**src/path_guide_point_decimator_top_macros.svh**
```systemverilog
// ----------------------------------------------------------------------------
// Path guide point decimator assertion macros
// Shared concurrent assertion forms for the decimator RTL.
// ----------------------------------------------------------------------------
`ifndef PATH_GUIDE_POINT_DECIMATOR_TOP_MACROS_SVH
`define PATH_GUIDE_POINT_DECIMATOR_TOP_MACROS_SVH

// same-cycle implication, disabled in reset
`define PGPD_ASSERT_IMP(label, clk, rstn, ante, cons, msg) \
  label: assert property (@(posedge clk) disable iff (!(rstn)) (ante) |-> (cons)) \
    else $error(msg);

// next-cycle implication, disabled in reset
`define PGPD_ASSERT_NXT(label, clk, rstn, ante, cons, msg) \
  label: assert property (@(posedge clk) disable iff (!(rstn)) (ante) |=> (cons)) \
    else $error(msg);

`endif

```
**src/pgpd_pkg.sv**
```systemverilog
// ----------------------------------------------------------------------------
// pgpd_pkg
// Types and constants shared by the guide point decimator modules.
// ----------------------------------------------------------------------------
`default_nettype none

package pgpd_pkg;

  localparam int unsigned CFG_W          = 16;
  localparam int unsigned HEAD_W         = 16;
  localparam int unsigned DIST_W         = 16;
  localparam int unsigned CFG_IDX_W      = 1;
  localparam int unsigned PRESCALE_SHIFT = 24;
  localparam int unsigned ANGLE_ACC_W    = 32;
  localparam int unsigned TABLE_LEN      = 24;
  localparam int unsigned TAB_IDX_W      = 5;

  localparam logic [CFG_IDX_W-1:0] REG_SPACING = 1'd0;
  localparam logic [CFG_IDX_W-1:0] REG_TURN    = 1'd1;

  localparam logic [CFG_W-1:0] MIN_SPACING = 16'd100;
  localparam logic [CFG_W-1:0] MIN_TURN    = 16'd91;

  localparam logic [ANGLE_ACC_W-1:0] Z_HALF = 32'h8000_0000;

  // atan(2^-i) in 2pi/2^32 units
  localparam logic [ANGLE_ACC_W-1:0] ATAN_TAB [TABLE_LEN] = '{
    32'h20000000, 32'h12E4051E, 32'h09FB385B, 32'h051111D4, 32'h028B0D43,
    32'h0145D7E1, 32'h00A2F61E, 32'h00517C55, 32'h0028BE53, 32'h00145F2F,
    32'h000A2F98, 32'h000517CC, 32'h00028BE6, 32'h000145F3, 32'h0000A2F9,
    32'h0000517C, 32'h000028BE, 32'h0000145F, 32'h00000A2F, 32'h00000517,
    32'h0000028B, 32'h00000145, 32'h000000A2, 32'h00000051
  };

  typedef struct packed {
    logic cap_in;
    logic cordic_start;
    logic pend_from_in;
    logic kept_from_in;
    logic kept_from_pend;
    logic before_from_angle;
    logic out_load;
    logic out_sel_pend;
  } pgpd_cmd_t;

  typedef struct packed {
    logic in_fin;
    logic cordic_done;
    logic keep;
    logic out_free;
  } pgpd_sts_t;

endpackage

`default_nettype wire

```
**src/pgpd_cordic.sv**
```systemverilog
// ----------------------------------------------------------------------------
// pgpd_cordic
// Iterative vectoring CORDIC atan2, one micro-rotation per cycle.
// ----------------------------------------------------------------------------
`default_nettype none

module pgpd_cordic import pgpd_pkg::*; #(
  parameter int unsigned COORD_WIDTH  = 24,
  parameter int unsigned ANGLE_WIDTH  = 16,
  parameter int unsigned CORDIC_STEPS = 16
) (
  input  wire logic                          clk_i,
  input  wire logic                          rst_ni,
  input  wire logic                          start_i,
  input  wire logic signed [COORD_WIDTH:0]   dx_i,
  input  wire logic signed [COORD_WIDTH:0]   dy_i,
  output logic                               done_o,
  output logic             [ANGLE_WIDTH-1:0] angle_o
);

  localparam int unsigned XW     = COORD_WIDTH + 1 + PRESCALE_SHIFT + 2;
  localparam int unsigned GUARD  = XW - COORD_WIDTH - 1 - PRESCALE_SHIFT;
  localparam int unsigned STEP_W = $clog2(CORDIC_STEPS);
  localparam logic [STEP_W-1:0] LAST_STEP = STEP_W'(CORDIC_STEPS - 1);
  localparam logic [ANGLE_ACC_W-1:0] RND =
    ANGLE_ACC_W'(64'd1 << (ANGLE_ACC_W - 1 - ANGLE_WIDTH));

  typedef enum logic [1:0] {
    CD_IDLE,
    CD_PREP,
    CD_ITER,
    CD_ROUND
  } cd_state_e;

  cd_state_e                 state_q;
  logic signed [XW-1:0]      x_q, y_q;
  logic [ANGLE_ACC_W-1:0]    z_q;
  logic [STEP_W-1:0]         step_q;
  logic                      zero_q;
  logic                      done_q;
  logic [ANGLE_WIDTH-1:0]    angle_q;

  logic signed [XW-1:0]      x_sh, y_sh, x_it, y_it;
  logic [ANGLE_ACC_W-1:0]    tab, z_it, z_rnd;

  always_comb begin
    x_sh  = x_q >>> step_q;
    y_sh  = y_q >>> step_q;
    tab   = ATAN_TAB[TAB_IDX_W'(step_q)];
    z_rnd = z_q + RND;
    if (!y_q[XW-1]) begin
      x_it = x_q + y_sh;
      y_it = y_q - x_sh;
      z_it = z_q + tab;
    end else begin
      x_it = x_q - y_sh;
      y_it = y_q + x_sh;
      z_it = z_q - tab;
    end
  end

  always_ff @(posedge clk_i or negedge rst_ni) begin
    if (!rst_ni) begin
      state_q <= CD_IDLE;
      x_q     <= '0;
      y_q     <= '0;
      z_q     <= '0;
      step_q  <= '0;
      zero_q  <= 1'b0;
      done_q  <= 1'b0;
      angle_q <= '0;
    end else begin
      done_q <= 1'b0;
      case (state_q)
        CD_IDLE: begin
          if (start_i) begin
            x_q     <= {{GUARD{dx_i[COORD_WIDTH]}}, dx_i, {PRESCALE_SHIFT{1'b0}}};
            y_q     <= {{GUARD{dy_i[COORD_WIDTH]}}, dy_i, {PRESCALE_SHIFT{1'b0}}};
            state_q <= CD_PREP;
          end
        end
        CD_PREP: begin
          zero_q <= (x_q == '0) && (y_q == '0);
          step_q <= '0;
          if (x_q[XW-1]) begin
            x_q <= -x_q;
            y_q <= -y_q;
            z_q <= Z_HALF;
          end else begin
            z_q <= '0;
          end
          state_q <= CD_ITER;
        end
        CD_ITER: begin
          x_q <= x_it;
          y_q <= y_it;
          z_q <= z_it;
          if (step_q == LAST_STEP) begin
            state_q <= CD_ROUND;
          end else begin
            step_q <= step_q + 1'b1;
          end
        end
        CD_ROUND: begin
          angle_q <= zero_q ? '0 : z_rnd[ANGLE_ACC_W-1 -: ANGLE_WIDTH];
          done_q  <= 1'b1;
          state_q <= CD_IDLE;
        end
        default: begin
          state_q <= CD_IDLE;
        end
      endcase
    end
  end

  assign done_o  = done_q;
  assign angle_o = angle_q;

endmodule

`default_nettype wire

```
**src/pgpd_datapath.sv**
```systemverilog
// ----------------------------------------------------------------------------
// pgpd_datapath
// Pose registers, config registers, turn and spacing tests, output register.
// ----------------------------------------------------------------------------
`default_nettype none

module pgpd_datapath import pgpd_pkg::*; #(
  parameter int unsigned COORD_WIDTH  = 24,
  parameter int unsigned ANGLE_WIDTH  = 16,
  parameter int unsigned CORDIC_STEPS = 16
) (
  input  wire logic                          clk_i,
  input  wire logic                          rst_ni,
  input  wire logic                          cfg_we_i,
  input  wire logic        [CFG_IDX_W-1:0]   cfg_idx_i,
  input  wire logic        [CFG_W-1:0]       cfg_wdata_i,
  input  wire logic signed [COORD_WIDTH-1:0] pos_x_i,
  input  wire logic signed [COORD_WIDTH-1:0] pos_y_i,
  input  wire logic        [HEAD_W-1:0]      heading_i,
  input  wire logic                          final_pose_i,
  input  wire logic                          out_stall_i,
  output logic                               out_valid_o,
  output logic signed      [COORD_WIDTH-1:0] out_x_o,
  output logic signed      [COORD_WIDTH-1:0] out_y_o,
  output logic             [HEAD_W-1:0]      out_heading_o,
  output logic                               path_end_o,
  output logic                               run_last_o,
  input  wire pgpd_cmd_t                     cmd_i,
  output pgpd_sts_t                          sts_o
);

  localparam int unsigned CW = COORD_WIDTH;
  localparam int unsigned SQ_W = 2 * DIST_W;
  localparam logic [ANGLE_WIDTH:0] FULL_TURN = {1'b1, {ANGLE_WIDTH{1'b0}}};

  logic [CW-1:0]          in_x_q, in_y_q, pend_x_q, pend_y_q, kept_x_q, kept_y_q;
  logic [HEAD_W-1:0]      in_h_q, pend_h_q;
  logic                   in_fin_q;
  logic [ANGLE_WIDTH-1:0] before_q;
  logic [CFG_W-1:0]       spacing_q, turn_q;

  logic [CW:0]            kdx_q, kdy_q, abs_x_q, abs_y_q;
  logic [SQ_W-1:0]        sqx_q, sqy_q, spsq_q;
  logic                   big_q, far_q;

  logic                   out_valid_q;
  logic [CW-1:0]          out_x_q, out_y_q;
  logic [HEAD_W-1:0]      out_h_q;
  logic                   out_end_q, out_last_q;

  logic signed [CW:0]     dx, dy;
  logic                   cd_done;
  logic [ANGLE_WIDTH-1:0] angle;
  logic [ANGLE_WIDTH-1:0] dang;
  logic [ANGLE_WIDTH:0]   mag;
  logic                   turn;
  logic                   out_free;

  assign dx = {in_x_q[CW-1], in_x_q} - {pend_x_q[CW-1], pend_x_q};
  assign dy = {in_y_q[CW-1], in_y_q} - {pend_y_q[CW-1], pend_y_q};

  pgpd_cordic #(
    .COORD_WIDTH  (COORD_WIDTH),
    .ANGLE_WIDTH  (ANGLE_WIDTH),
    .CORDIC_STEPS (CORDIC_STEPS)
  ) u_cordic (
    .clk_i   (clk_i),
    .rst_ni  (rst_ni),
    .start_i (cmd_i.cordic_start),
    .dx_i    (dx),
    .dy_i    (dy),
    .done_o  (cd_done),
    .angle_o (angle)
  );

  // wrapped heading change magnitude against threshold
  always_comb begin
    dang = angle - before_q;
    mag  = dang[ANGLE_WIDTH-1] ? (FULL_TURN - {1'b0, dang}) : {1'b0, dang};
    turn = {mag, {CFG_W{1'b0}}} >= {1'b0, turn_q, {ANGLE_WIDTH{1'b0}}};
  end

  assign out_free = !out_valid_q || !out_stall_i;

  assign sts_o.in_fin      = in_fin_q;
  assign sts_o.cordic_done = cd_done;
  assign sts_o.keep        = turn || far_q;
  assign sts_o.out_free    = out_free;

  always_ff @(posedge clk_i or negedge rst_ni) begin
    if (!rst_ni) begin
      spacing_q   <= MIN_SPACING;
      turn_q      <= MIN_TURN;
      out_valid_q <= 1'b0;
    end else begin
      if (cfg_we_i) begin
        case (cfg_idx_i)
          REG_SPACING: spacing_q <= (cfg_wdata_i < MIN_SPACING) ? MIN_SPACING : cfg_wdata_i;
          REG_TURN:    turn_q    <= (cfg_wdata_i < MIN_TURN) ? MIN_TURN : cfg_wdata_i;
          default: ;
        endcase
      end
      if (cmd_i.out_load) begin
        out_valid_q <= 1'b1;
      end else if (!out_stall_i) begin
        out_valid_q <= 1'b0;
      end
    end
  end

  always_ff @(posedge clk_i) begin
    if (cmd_i.cap_in) begin
      in_x_q   <= pos_x_i;
      in_y_q   <= pos_y_i;
      in_h_q   <= heading_i;
      in_fin_q <= final_pose_i;
    end
    if (cmd_i.pend_from_in) begin
      pend_x_q <= in_x_q;
      pend_y_q <= in_y_q;
      pend_h_q <= in_h_q;
    end
    if (cmd_i.kept_from_in) begin
      kept_x_q <= in_x_q;
      kept_y_q <= in_y_q;
    end else if (cmd_i.kept_from_pend) begin
      kept_x_q <= pend_x_q;
      kept_y_q <= pend_y_q;
    end
    if (cmd_i.before_from_angle) begin
      before_q <= angle;
    end
    if (cmd_i.out_load) begin
      out_x_q    <= cmd_i.out_sel_pend ? pend_x_q : in_x_q;
      out_y_q    <= cmd_i.out_sel_pend ? pend_y_q : in_y_q;
      out_h_q    <= cmd_i.out_sel_pend ? pend_h_q : in_h_q;
      out_end_q  <= cmd_i.out_sel_pend ? 1'b0 : in_fin_q;
      out_last_q <= cmd_i.out_sel_pend ? !in_fin_q : 1'b1;
    end
    // spacing test pipeline, settles while the CORDIC runs
    kdx_q   <= {kept_x_q[CW-1], kept_x_q} - {pend_x_q[CW-1], pend_x_q};
    kdy_q   <= {kept_y_q[CW-1], kept_y_q} - {pend_y_q[CW-1], pend_y_q};
    abs_x_q <= kdx_q[CW] ? -kdx_q : kdx_q;
    abs_y_q <= kdy_q[CW] ? -kdy_q : kdy_q;
    big_q   <= (|abs_x_q[CW:DIST_W]) || (|abs_y_q[CW:DIST_W]);
    sqx_q   <= abs_x_q[DIST_W-1:0] * abs_x_q[DIST_W-1:0];
    sqy_q   <= abs_y_q[DIST_W-1:0] * abs_y_q[DIST_W-1:0];
    spsq_q  <= spacing_q * spacing_q;
    far_q   <= big_q || (({1'b0, sqx_q} + {1'b0, sqy_q}) >= {1'b0, spsq_q});
  end

  assign out_valid_o   = out_valid_q;
  assign out_x_o       = out_x_q;
  assign out_y_o       = out_y_q;
  assign out_heading_o = out_h_q;
  assign path_end_o    = out_end_q;
  assign run_last_o    = out_last_q;

endmodule

`default_nettype wire

```
**src/pgpd_ctrl.sv**
```systemverilog
// ----------------------------------------------------------------------------
// pgpd_ctrl
// Sequencer: path position tracking, CORDIC launch, word emission order.
// ----------------------------------------------------------------------------
`default_nettype none
`include "path_guide_point_decimator_top_macros.svh"

module pgpd_ctrl import pgpd_pkg::*; (
  input  wire logic      clk_i,
  input  wire logic      rst_ni,
  input  wire logic      in_valid_i,
  output logic           in_stall_o,
  input  wire pgpd_sts_t sts_i,
  output pgpd_cmd_t      cmd_o
);

  typedef enum logic [2:0] {
    ST_IDLE,
    ST_LOAD,
    ST_CALC,
    ST_EMIT_PEND,
    ST_EMIT_IN
  } state_e;

  typedef enum logic [1:0] {
    SEEN_NONE,
    SEEN_FIRST,
    SEEN_HELD
  } seen_e;

  state_e state_q, state_d;
  seen_e  seen_q, seen_d;

  always_comb begin
    cmd_o   = '0;
    state_d = state_q;
    seen_d  = seen_q;
    case (state_q)
      ST_IDLE: begin
        if (in_valid_i) begin
          cmd_o.cap_in = 1'b1;
          state_d      = ST_LOAD;
        end
      end
      ST_LOAD: begin
        case (seen_q)
          SEEN_NONE: begin
            state_d = ST_EMIT_IN;
          end
          SEEN_FIRST: begin
            if (sts_i.in_fin) begin
              state_d = ST_EMIT_IN;
            end else begin
              cmd_o.cordic_start = 1'b1;
              state_d            = ST_CALC;
            end
          end
          default: begin
            cmd_o.cordic_start = 1'b1;
            state_d            = ST_CALC;
          end
        endcase
      end
      ST_CALC: begin
        if (sts_i.cordic_done) begin
          if (seen_q == SEEN_FIRST) begin
            cmd_o.before_from_angle = 1'b1;
            cmd_o.pend_from_in      = 1'b1;
            seen_d                  = SEEN_HELD;
            state_d                 = ST_IDLE;
          end else if (sts_i.keep) begin
            state_d = ST_EMIT_PEND;
          end else if (sts_i.in_fin) begin
            state_d = ST_EMIT_IN;
          end else begin
            cmd_o.before_from_angle = 1'b1;
            cmd_o.pend_from_in      = 1'b1;
            state_d                 = ST_IDLE;
          end
        end
      end
      ST_EMIT_PEND: begin
        if (sts_i.out_free) begin
          cmd_o.out_load       = 1'b1;
          cmd_o.out_sel_pend   = 1'b1;
          cmd_o.kept_from_pend = 1'b1;
          if (sts_i.in_fin) begin
            state_d = ST_EMIT_IN;
          end else begin
            cmd_o.before_from_angle = 1'b1;
            cmd_o.pend_from_in      = 1'b1;
            state_d                 = ST_IDLE;
          end
        end
      end
      ST_EMIT_IN: begin
        if (sts_i.out_free) begin
          cmd_o.out_load = 1'b1;
          if (sts_i.in_fin) begin
            seen_d = SEEN_NONE;
          end else begin
            cmd_o.pend_from_in = 1'b1;
            cmd_o.kept_from_in = 1'b1;
            seen_d             = SEEN_FIRST;
          end
          state_d = ST_IDLE;
        end
      end
      default: begin
        state_d = ST_IDLE;
      end
    endcase
  end

  always_ff @(posedge clk_i or negedge rst_ni) begin
    if (!rst_ni) begin
      state_q <= ST_IDLE;
      seen_q  <= SEEN_NONE;
    end else begin
      state_q <= state_d;
      seen_q  <= seen_d;
    end
  end

  assign in_stall_o = (state_q != ST_IDLE);

  `PGPD_ASSERT_IMP(a_load_free, clk_i, rst_ni, cmd_o.out_load, sts_i.out_free, "output word loaded while slot busy")
  `PGPD_ASSERT_IMP(a_done_in_calc, clk_i, rst_ni, sts_i.cordic_done, state_q == ST_CALC, "CORDIC done outside wait state")
  `PGPD_ASSERT_NXT(a_no_fast_done, clk_i, rst_ni, cmd_o.cordic_start, !sts_i.cordic_done, "CORDIC done right after start")
  `PGPD_ASSERT_IMP(a_pend_not_final, clk_i, rst_ni, cmd_o.pend_from_in, !sts_i.in_fin, "final pose held as pending")

endmodule

`default_nettype wire

```
**src/path_guide_point_decimator_top.sv**
```systemverilog
// ----------------------------------------------------------------------------
// path_guide_point_decimator_top
// Thins a stream of path poses to guide points. The first and final pose of
// each path are always passed on; a middle pose is passed on once its
// successor arrives, if the heading change across it reaches the turn
// threshold or it lies at least the spacing away from the last kept pose.
// Each pose yields zero, one or two output words; run_last marks the last
// word of a pose, path_end the last word of a path. One pose is processed at
// a time. A first pose, or a final pose following a first pose, skips the
// CORDIC and goes straight to output. Every other pose runs one atan2 on
// the shared iterative CORDIC, and any pose may also wait on a stalled
// output. The output register lets the next pose be taken while the last
// word still waits.
// Configuration: index 0 is spacing in mm, index 1 the turn threshold in
// 2pi/65536 units; values below 100 and 91 are raised to those minimums.
// Write them only while idle.
// ----------------------------------------------------------------------------
`default_nettype none

module path_guide_point_decimator_top import pgpd_pkg::*; #(
  parameter int unsigned COORD_WIDTH  = 24,
  parameter int unsigned ANGLE_WIDTH  = 16,
  parameter int unsigned CORDIC_STEPS = 16
) (
  input  wire logic                          clk_i,
  input  wire logic                          rst_ni,
  input  wire logic                          cfg_we_i,
  input  wire logic        [CFG_IDX_W-1:0]   cfg_idx_i,
  input  wire logic        [CFG_W-1:0]       cfg_wdata_i,
  input  wire logic                          in_valid_i,
  output logic                               in_stall_o,
  input  wire logic signed [COORD_WIDTH-1:0] pos_x_i,
  input  wire logic signed [COORD_WIDTH-1:0] pos_y_i,
  input  wire logic        [HEAD_W-1:0]      heading_i,
  input  wire logic                          final_pose_i,
  output logic                               out_valid_o,
  input  wire logic                          out_stall_i,
  output logic signed      [COORD_WIDTH-1:0] out_x_o,
  output logic signed      [COORD_WIDTH-1:0] out_y_o,
  output logic             [HEAD_W-1:0]      out_heading_o,
  output logic                               path_end_o,
  output logic                               run_last_o
);

  pgpd_cmd_t cmd;
  pgpd_sts_t sts;

  pgpd_ctrl u_ctrl (
    .clk_i      (clk_i),
    .rst_ni     (rst_ni),
    .in_valid_i (in_valid_i),
    .in_stall_o (in_stall_o),
    .sts_i      (sts),
    .cmd_o      (cmd)
  );

  pgpd_datapath #(
    .COORD_WIDTH  (COORD_WIDTH),
    .ANGLE_WIDTH  (ANGLE_WIDTH),
    .CORDIC_STEPS (CORDIC_STEPS)
  ) u_datapath (
    .clk_i         (clk_i),
    .rst_ni        (rst_ni),
    .cfg_we_i      (cfg_we_i),
    .cfg_idx_i     (cfg_idx_i),
    .cfg_wdata_i   (cfg_wdata_i),
    .pos_x_i       (pos_x_i),
    .pos_y_i       (pos_y_i),
    .heading_i     (heading_i),
    .final_pose_i  (final_pose_i),
    .out_stall_i   (out_stall_i),
    .out_valid_o   (out_valid_o),
    .out_x_o       (out_x_o),
    .out_y_o       (out_y_o),
    .out_heading_o (out_heading_o),
    .path_end_o    (path_end_o),
    .run_last_o    (run_last_o),
    .cmd_i         (cmd),
    .sts_o         (sts)
  );

endmodule

`default_nettype wire

```
**config.mk**
```make
export PLATFORM = sky130hd
export DESIGN_NAME = path_guide_point_decimator_top
export DESIGN_NICKNAME = d
export VERILOG_FILES = /design/src/pgpd_pkg.sv /design/src/pgpd_cordic.sv /design/src/pgpd_datapath.sv /design/src/pgpd_ctrl.sv /design/src/path_guide_point_decimator_top.sv
export VERILOG_INCLUDE_DIRS = /design/src /design/src/src
export SDC_FILE = /design/constraint.sdc
export NUM_CORES = 2
export LEC_CHECK = 0
export ABC_CLOCK_PERIOD_IN_PS = 8000
export BUFFER_PORTS_ARGS = -buffer_cell sky130_fd_sc_hd__buf_2
export CAP_MARGIN = 0
export CELL_PAD_IN_SITES_DETAIL_PLACEMENT = 2
export CELL_PAD_IN_SITES_GLOBAL_PLACEMENT = 2
export CORE_AREA = 2 2 337 506
export DETAILED_ROUTE_END_ITERATION = 8
export DIE_AREA = 0 0 339 508
export PLACE_DENSITY_LB_ADDON = 0.25
export SETUP_SLACK_MARGIN = 0.5
export SYNTH_ARGS = -nofsm -noshare
export SYNTH_HDL_FRONTEND = slang
export SYNTH_SLANG_ARGS = --single-unit
```
**constraint.sdc**
```tcl
create_clock -name clk_i -period 8 [get_ports clk_i]
set_input_delay 0.8 -clock clk_i [delete_from_list [all_inputs] [get_ports clk_i]]
set_output_delay 0.8 -clock clk_i [all_outputs]
set_load 0.005 [all_outputs]
```
==> results.ini <==
[synth]
netlist_area_um2=70100
synth_common_cells=997 x inv_1, 819 x nand2_1, 634 x ha_1
ys_warn_count=0
synthMostInstantiatedCell=inv_1
ys_seq_elements=650
synthArstFlopShare_pct=30.2
syn_inst=7835
ys_top_cells_by_area=fa_1 14%, ha_1 11%, edfxtp_1 11%
synth_seq_area_share_pct=23.7
synth.distinct_cells=112
yosys.area.top_type=fa_1
syn_area_per_cell_um2=8.95
synth_top_area_share_pct=14.3
synth_edf_count=259
dominantRegCellSynth=edfxtp_1

[setup_path]
rr_startpoint=u_datapath.abs_y_q[12]
r2r-end=u_datapath.sqy_q[27]
crit_path_top_delay_cell=fa_1
path_cells=buf_4, inv_1, nor2_1, fa_1, fa_1, inv_1, fa_1, fa_1, fa_1, fa_1, inv_1, ha_1, o21ai_0, nand2b_1, nand3_1, a31oi_1, o2111ai_1, a21boi_0, o21ai_0, and2_1, o21ai_0, a21oi_1, xnor2_1
path_class=flip-flop to flip-flop
cp_num_buf_inv=4
critPathCaptureType=flip-flop
critPathMaxFanout=12
cpMostUsedCell=fa_1
cp-start-kind=flip-flop
reg2reg_slack_ps=770
reg2regPathDepth=23
cp.required_ps=8590
worstPathArrival_ps=7820
crit_family=adder cells
slowest_delay_ps=630

[clock_network]
cts_sinks=650
clk-insertion-delay-late_ps=730
cts_buffers=76
cts_tree=built
clk_path_buf_depth=3
cts_root_buf=clkbuf_16
htree_levels=3
clk_pin_slew_ps=60

[hold_path]
min_path_cells=1
hold_start=pos_x_i[8]
timing.hold.worst_endpoint=u_datapath.in_x_q[8]
hp-class=input port to flip-flop

[floorplan]
die_y_um=508
start_util_pct=41.7
io_pins=155
dieWidth_um=339
core_um2=168000
die-area_um2=172000
rows=185

[timing]
hold_slack_ps=245
period_needed_ps=7230
worst_pin_slew_ps=1280
setup_violations=0
drv_slew=0
period_share_pct=90.3
relSlewSlack_pct=14.7
skew_ps=49.1
rsz0062_at_grt=false
fmax_mhz=138
tns_ps=0
hold_viol=0

[route]
wl_met1_um=91200
wl_met3_um=7320
drc=0
drtIter0Drc=2681
wl_per_cell_um=25.9
routed.top_layer=met5
routed_wl_um=262000
routed_via_density=5.87
dr.pass1.iters=7
vias=59500
wl_met2_um=143000
ant_nets=0

[grt]
track_usage_pct=30.3
antenna_found_initial=8
grt_max_degree=148
grt_pass1_wl_um=406000
grt_pass1_vias=68800
gr-total-overflow=0

[job]
cap_violations=0

[final_layout]
final_nets=9044
final_cells=10100
fin_area_um2=76100
utilization_pct=45.2
drive_gt1_share_pct=8.61
syn2layout_area_growth_pct=8.44

[place]
place_area_um2=73200
io_buffers=154
routabilityCongestion=0.930
post-dp-hpwl_um=209000
dp.cells=9978

[pwr]
leakagePower_nw=35.5
max-vdd-ir-drop_v=0.000324
power_density_nw_per_um2=179

[outcome]
outcome=finished, final reports clean

==> worst max-delay path by stage <==
stage	start	slack [ps]	cells past startpoint	to
floorplan	u_datapath.u_cordic.angle_o[1]	1410	23	u_datapath.pend_h_q[0]
finish	u_datapath.abs_y_q[12]	770	23	u_datapath.sqy_q[27]
detailed placement	u_datapath.abs_y_q[2]	280	26	u_datapath.sqy_q[26]
global placement	u_datapath.abs_y_q[2]	710	26	u_datapath.sqy_q[26]
CTS	u_datapath.spacing_q[3]	500	25	u_datapath.spsq_q[31]
global route	u_datapath.u_cordic.step_q[0]	490	29	u_datapath.u_cordic.y_q[50]
==> flip-flops by register name (all words and copies together) (netlist names), 25 cells and up <==
signal,cells
u_datapath.sqx_q,31
u_datapath.u_cordic.x_q,51
u_datapath.spsq_q,31
u_datapath.abs_y_q,25
u_datapath.u_cordic.z_q,32
u_datapath.kdy_q,25
u_datapath.u_cordic.y_q,51
u_datapath.abs_x_q,25
u_datapath.kdx_q,25
u_datapath.sqy_q,31
==> logic make-up after synthesis <==
logic type / after synthesis / synth area share [%]
buffers and inverters: 1369 / 7.64
multiplexers: 269 / 6.27
other: 1 / 0.00535
AO/OA/AOI/OAI: 1668 / 15.0
adder cells (fa/ha/maj): 1134 / 25.6
flip-flops: 650 / 23.7
XOR/XNOR: 560 / 7.00
AND/OR/NAND/NOR: 2184 / 14.8
==> area by class of cell <==
| class | instances | area, um2 |
|---|---|---|
| fill | 18300 | 92200 |
| multi-input combinational | 5818 | 48400 |
| sequential | 650 | 16600 |
| inverter | 1001 | 3770 |
| tap | 2244 | 2810 |
| clock buffer | 96 | 2080 |
| timing repair buffer | 276 | 1850 |
| clock inverter | 45 | 548 |
| antenna | 2 | 5.00 |
==> stage by stage <==
stage          setup WS, ps  power (mW)
3_3_place_gp            708        9.39
5_1_grt                 488        14.4
6_report                774        13.6
3_5_place_dp            279        9.89
2_1_floorplan          1410        7.64
4_1_cts                 501        13.8
==> layout by cell type (no fill, tap or decap), drive strengths merged, types with 96 or more instances in the layout <==
cell	netlist	final
edfxtp	259	259
buf	87	273
xnor2	372	372
a21o	179	179
and2	177	177
nor2	449	449
nand2	820	820
mux2i	96	96
inv	999	1003
nor3	165	165
ha	634	634
clkbuf	281	98
dfrtp	188	188
mux4	129	129
dfxtp	195	195
fa	500	500
o21ai	483	483
a21oi	419	419
nand3	107	107
xor2	188	188
==> power breakdown <==
group / total (mW) / internal (mW) / switching [mW]
clock: 3.77 / 2.14 / 1.63
sequential: 3.69 / 3.62 / 0.0748
combinational: 6.17 / 2.38 / 3.78
==> worst register-to-register path: stages, from the launching register on <==
cell and delay (ps):
dfxtp_1 330, buf_4 230, inv_1 210, nor2_1 240, fa_1 560, fa_1 560, inv_1 80, fa_1 520
fa_1 630, fa_1 450, fa_1 500, inv_1 40, ha_1 360, o21ai_0 120, nand2b_1 130, nand3_1 130
a31oi_1 420, o2111ai_1 230, a21boi_0 390, o21ai_0 220, and2_1 240, o21ai_0 240, a21oi_1 120, xnor2_1 150
==> routing by layer <==
metal | vias up | global-route usage (%)
met5 | - | 0
met4 | 4 | 21.3
met3 | 768 | 2.99
met2 | 1310 | 58.5
met1 | 30600 | 30.1
li1 | 26800 | -
==> timing repair <==
action / in CTS / in global routing
hold buffers: 1 / 0
pin swaps: 0 / 2
buffers inserted: 0 / 8
resized for setup: 2 / 31
hold endpoints to repair: 37 / 0
gates cloned: 0 / 2
endpoints found under the setup margin: 4 / 94
Power figures use the tool's default switching activity.
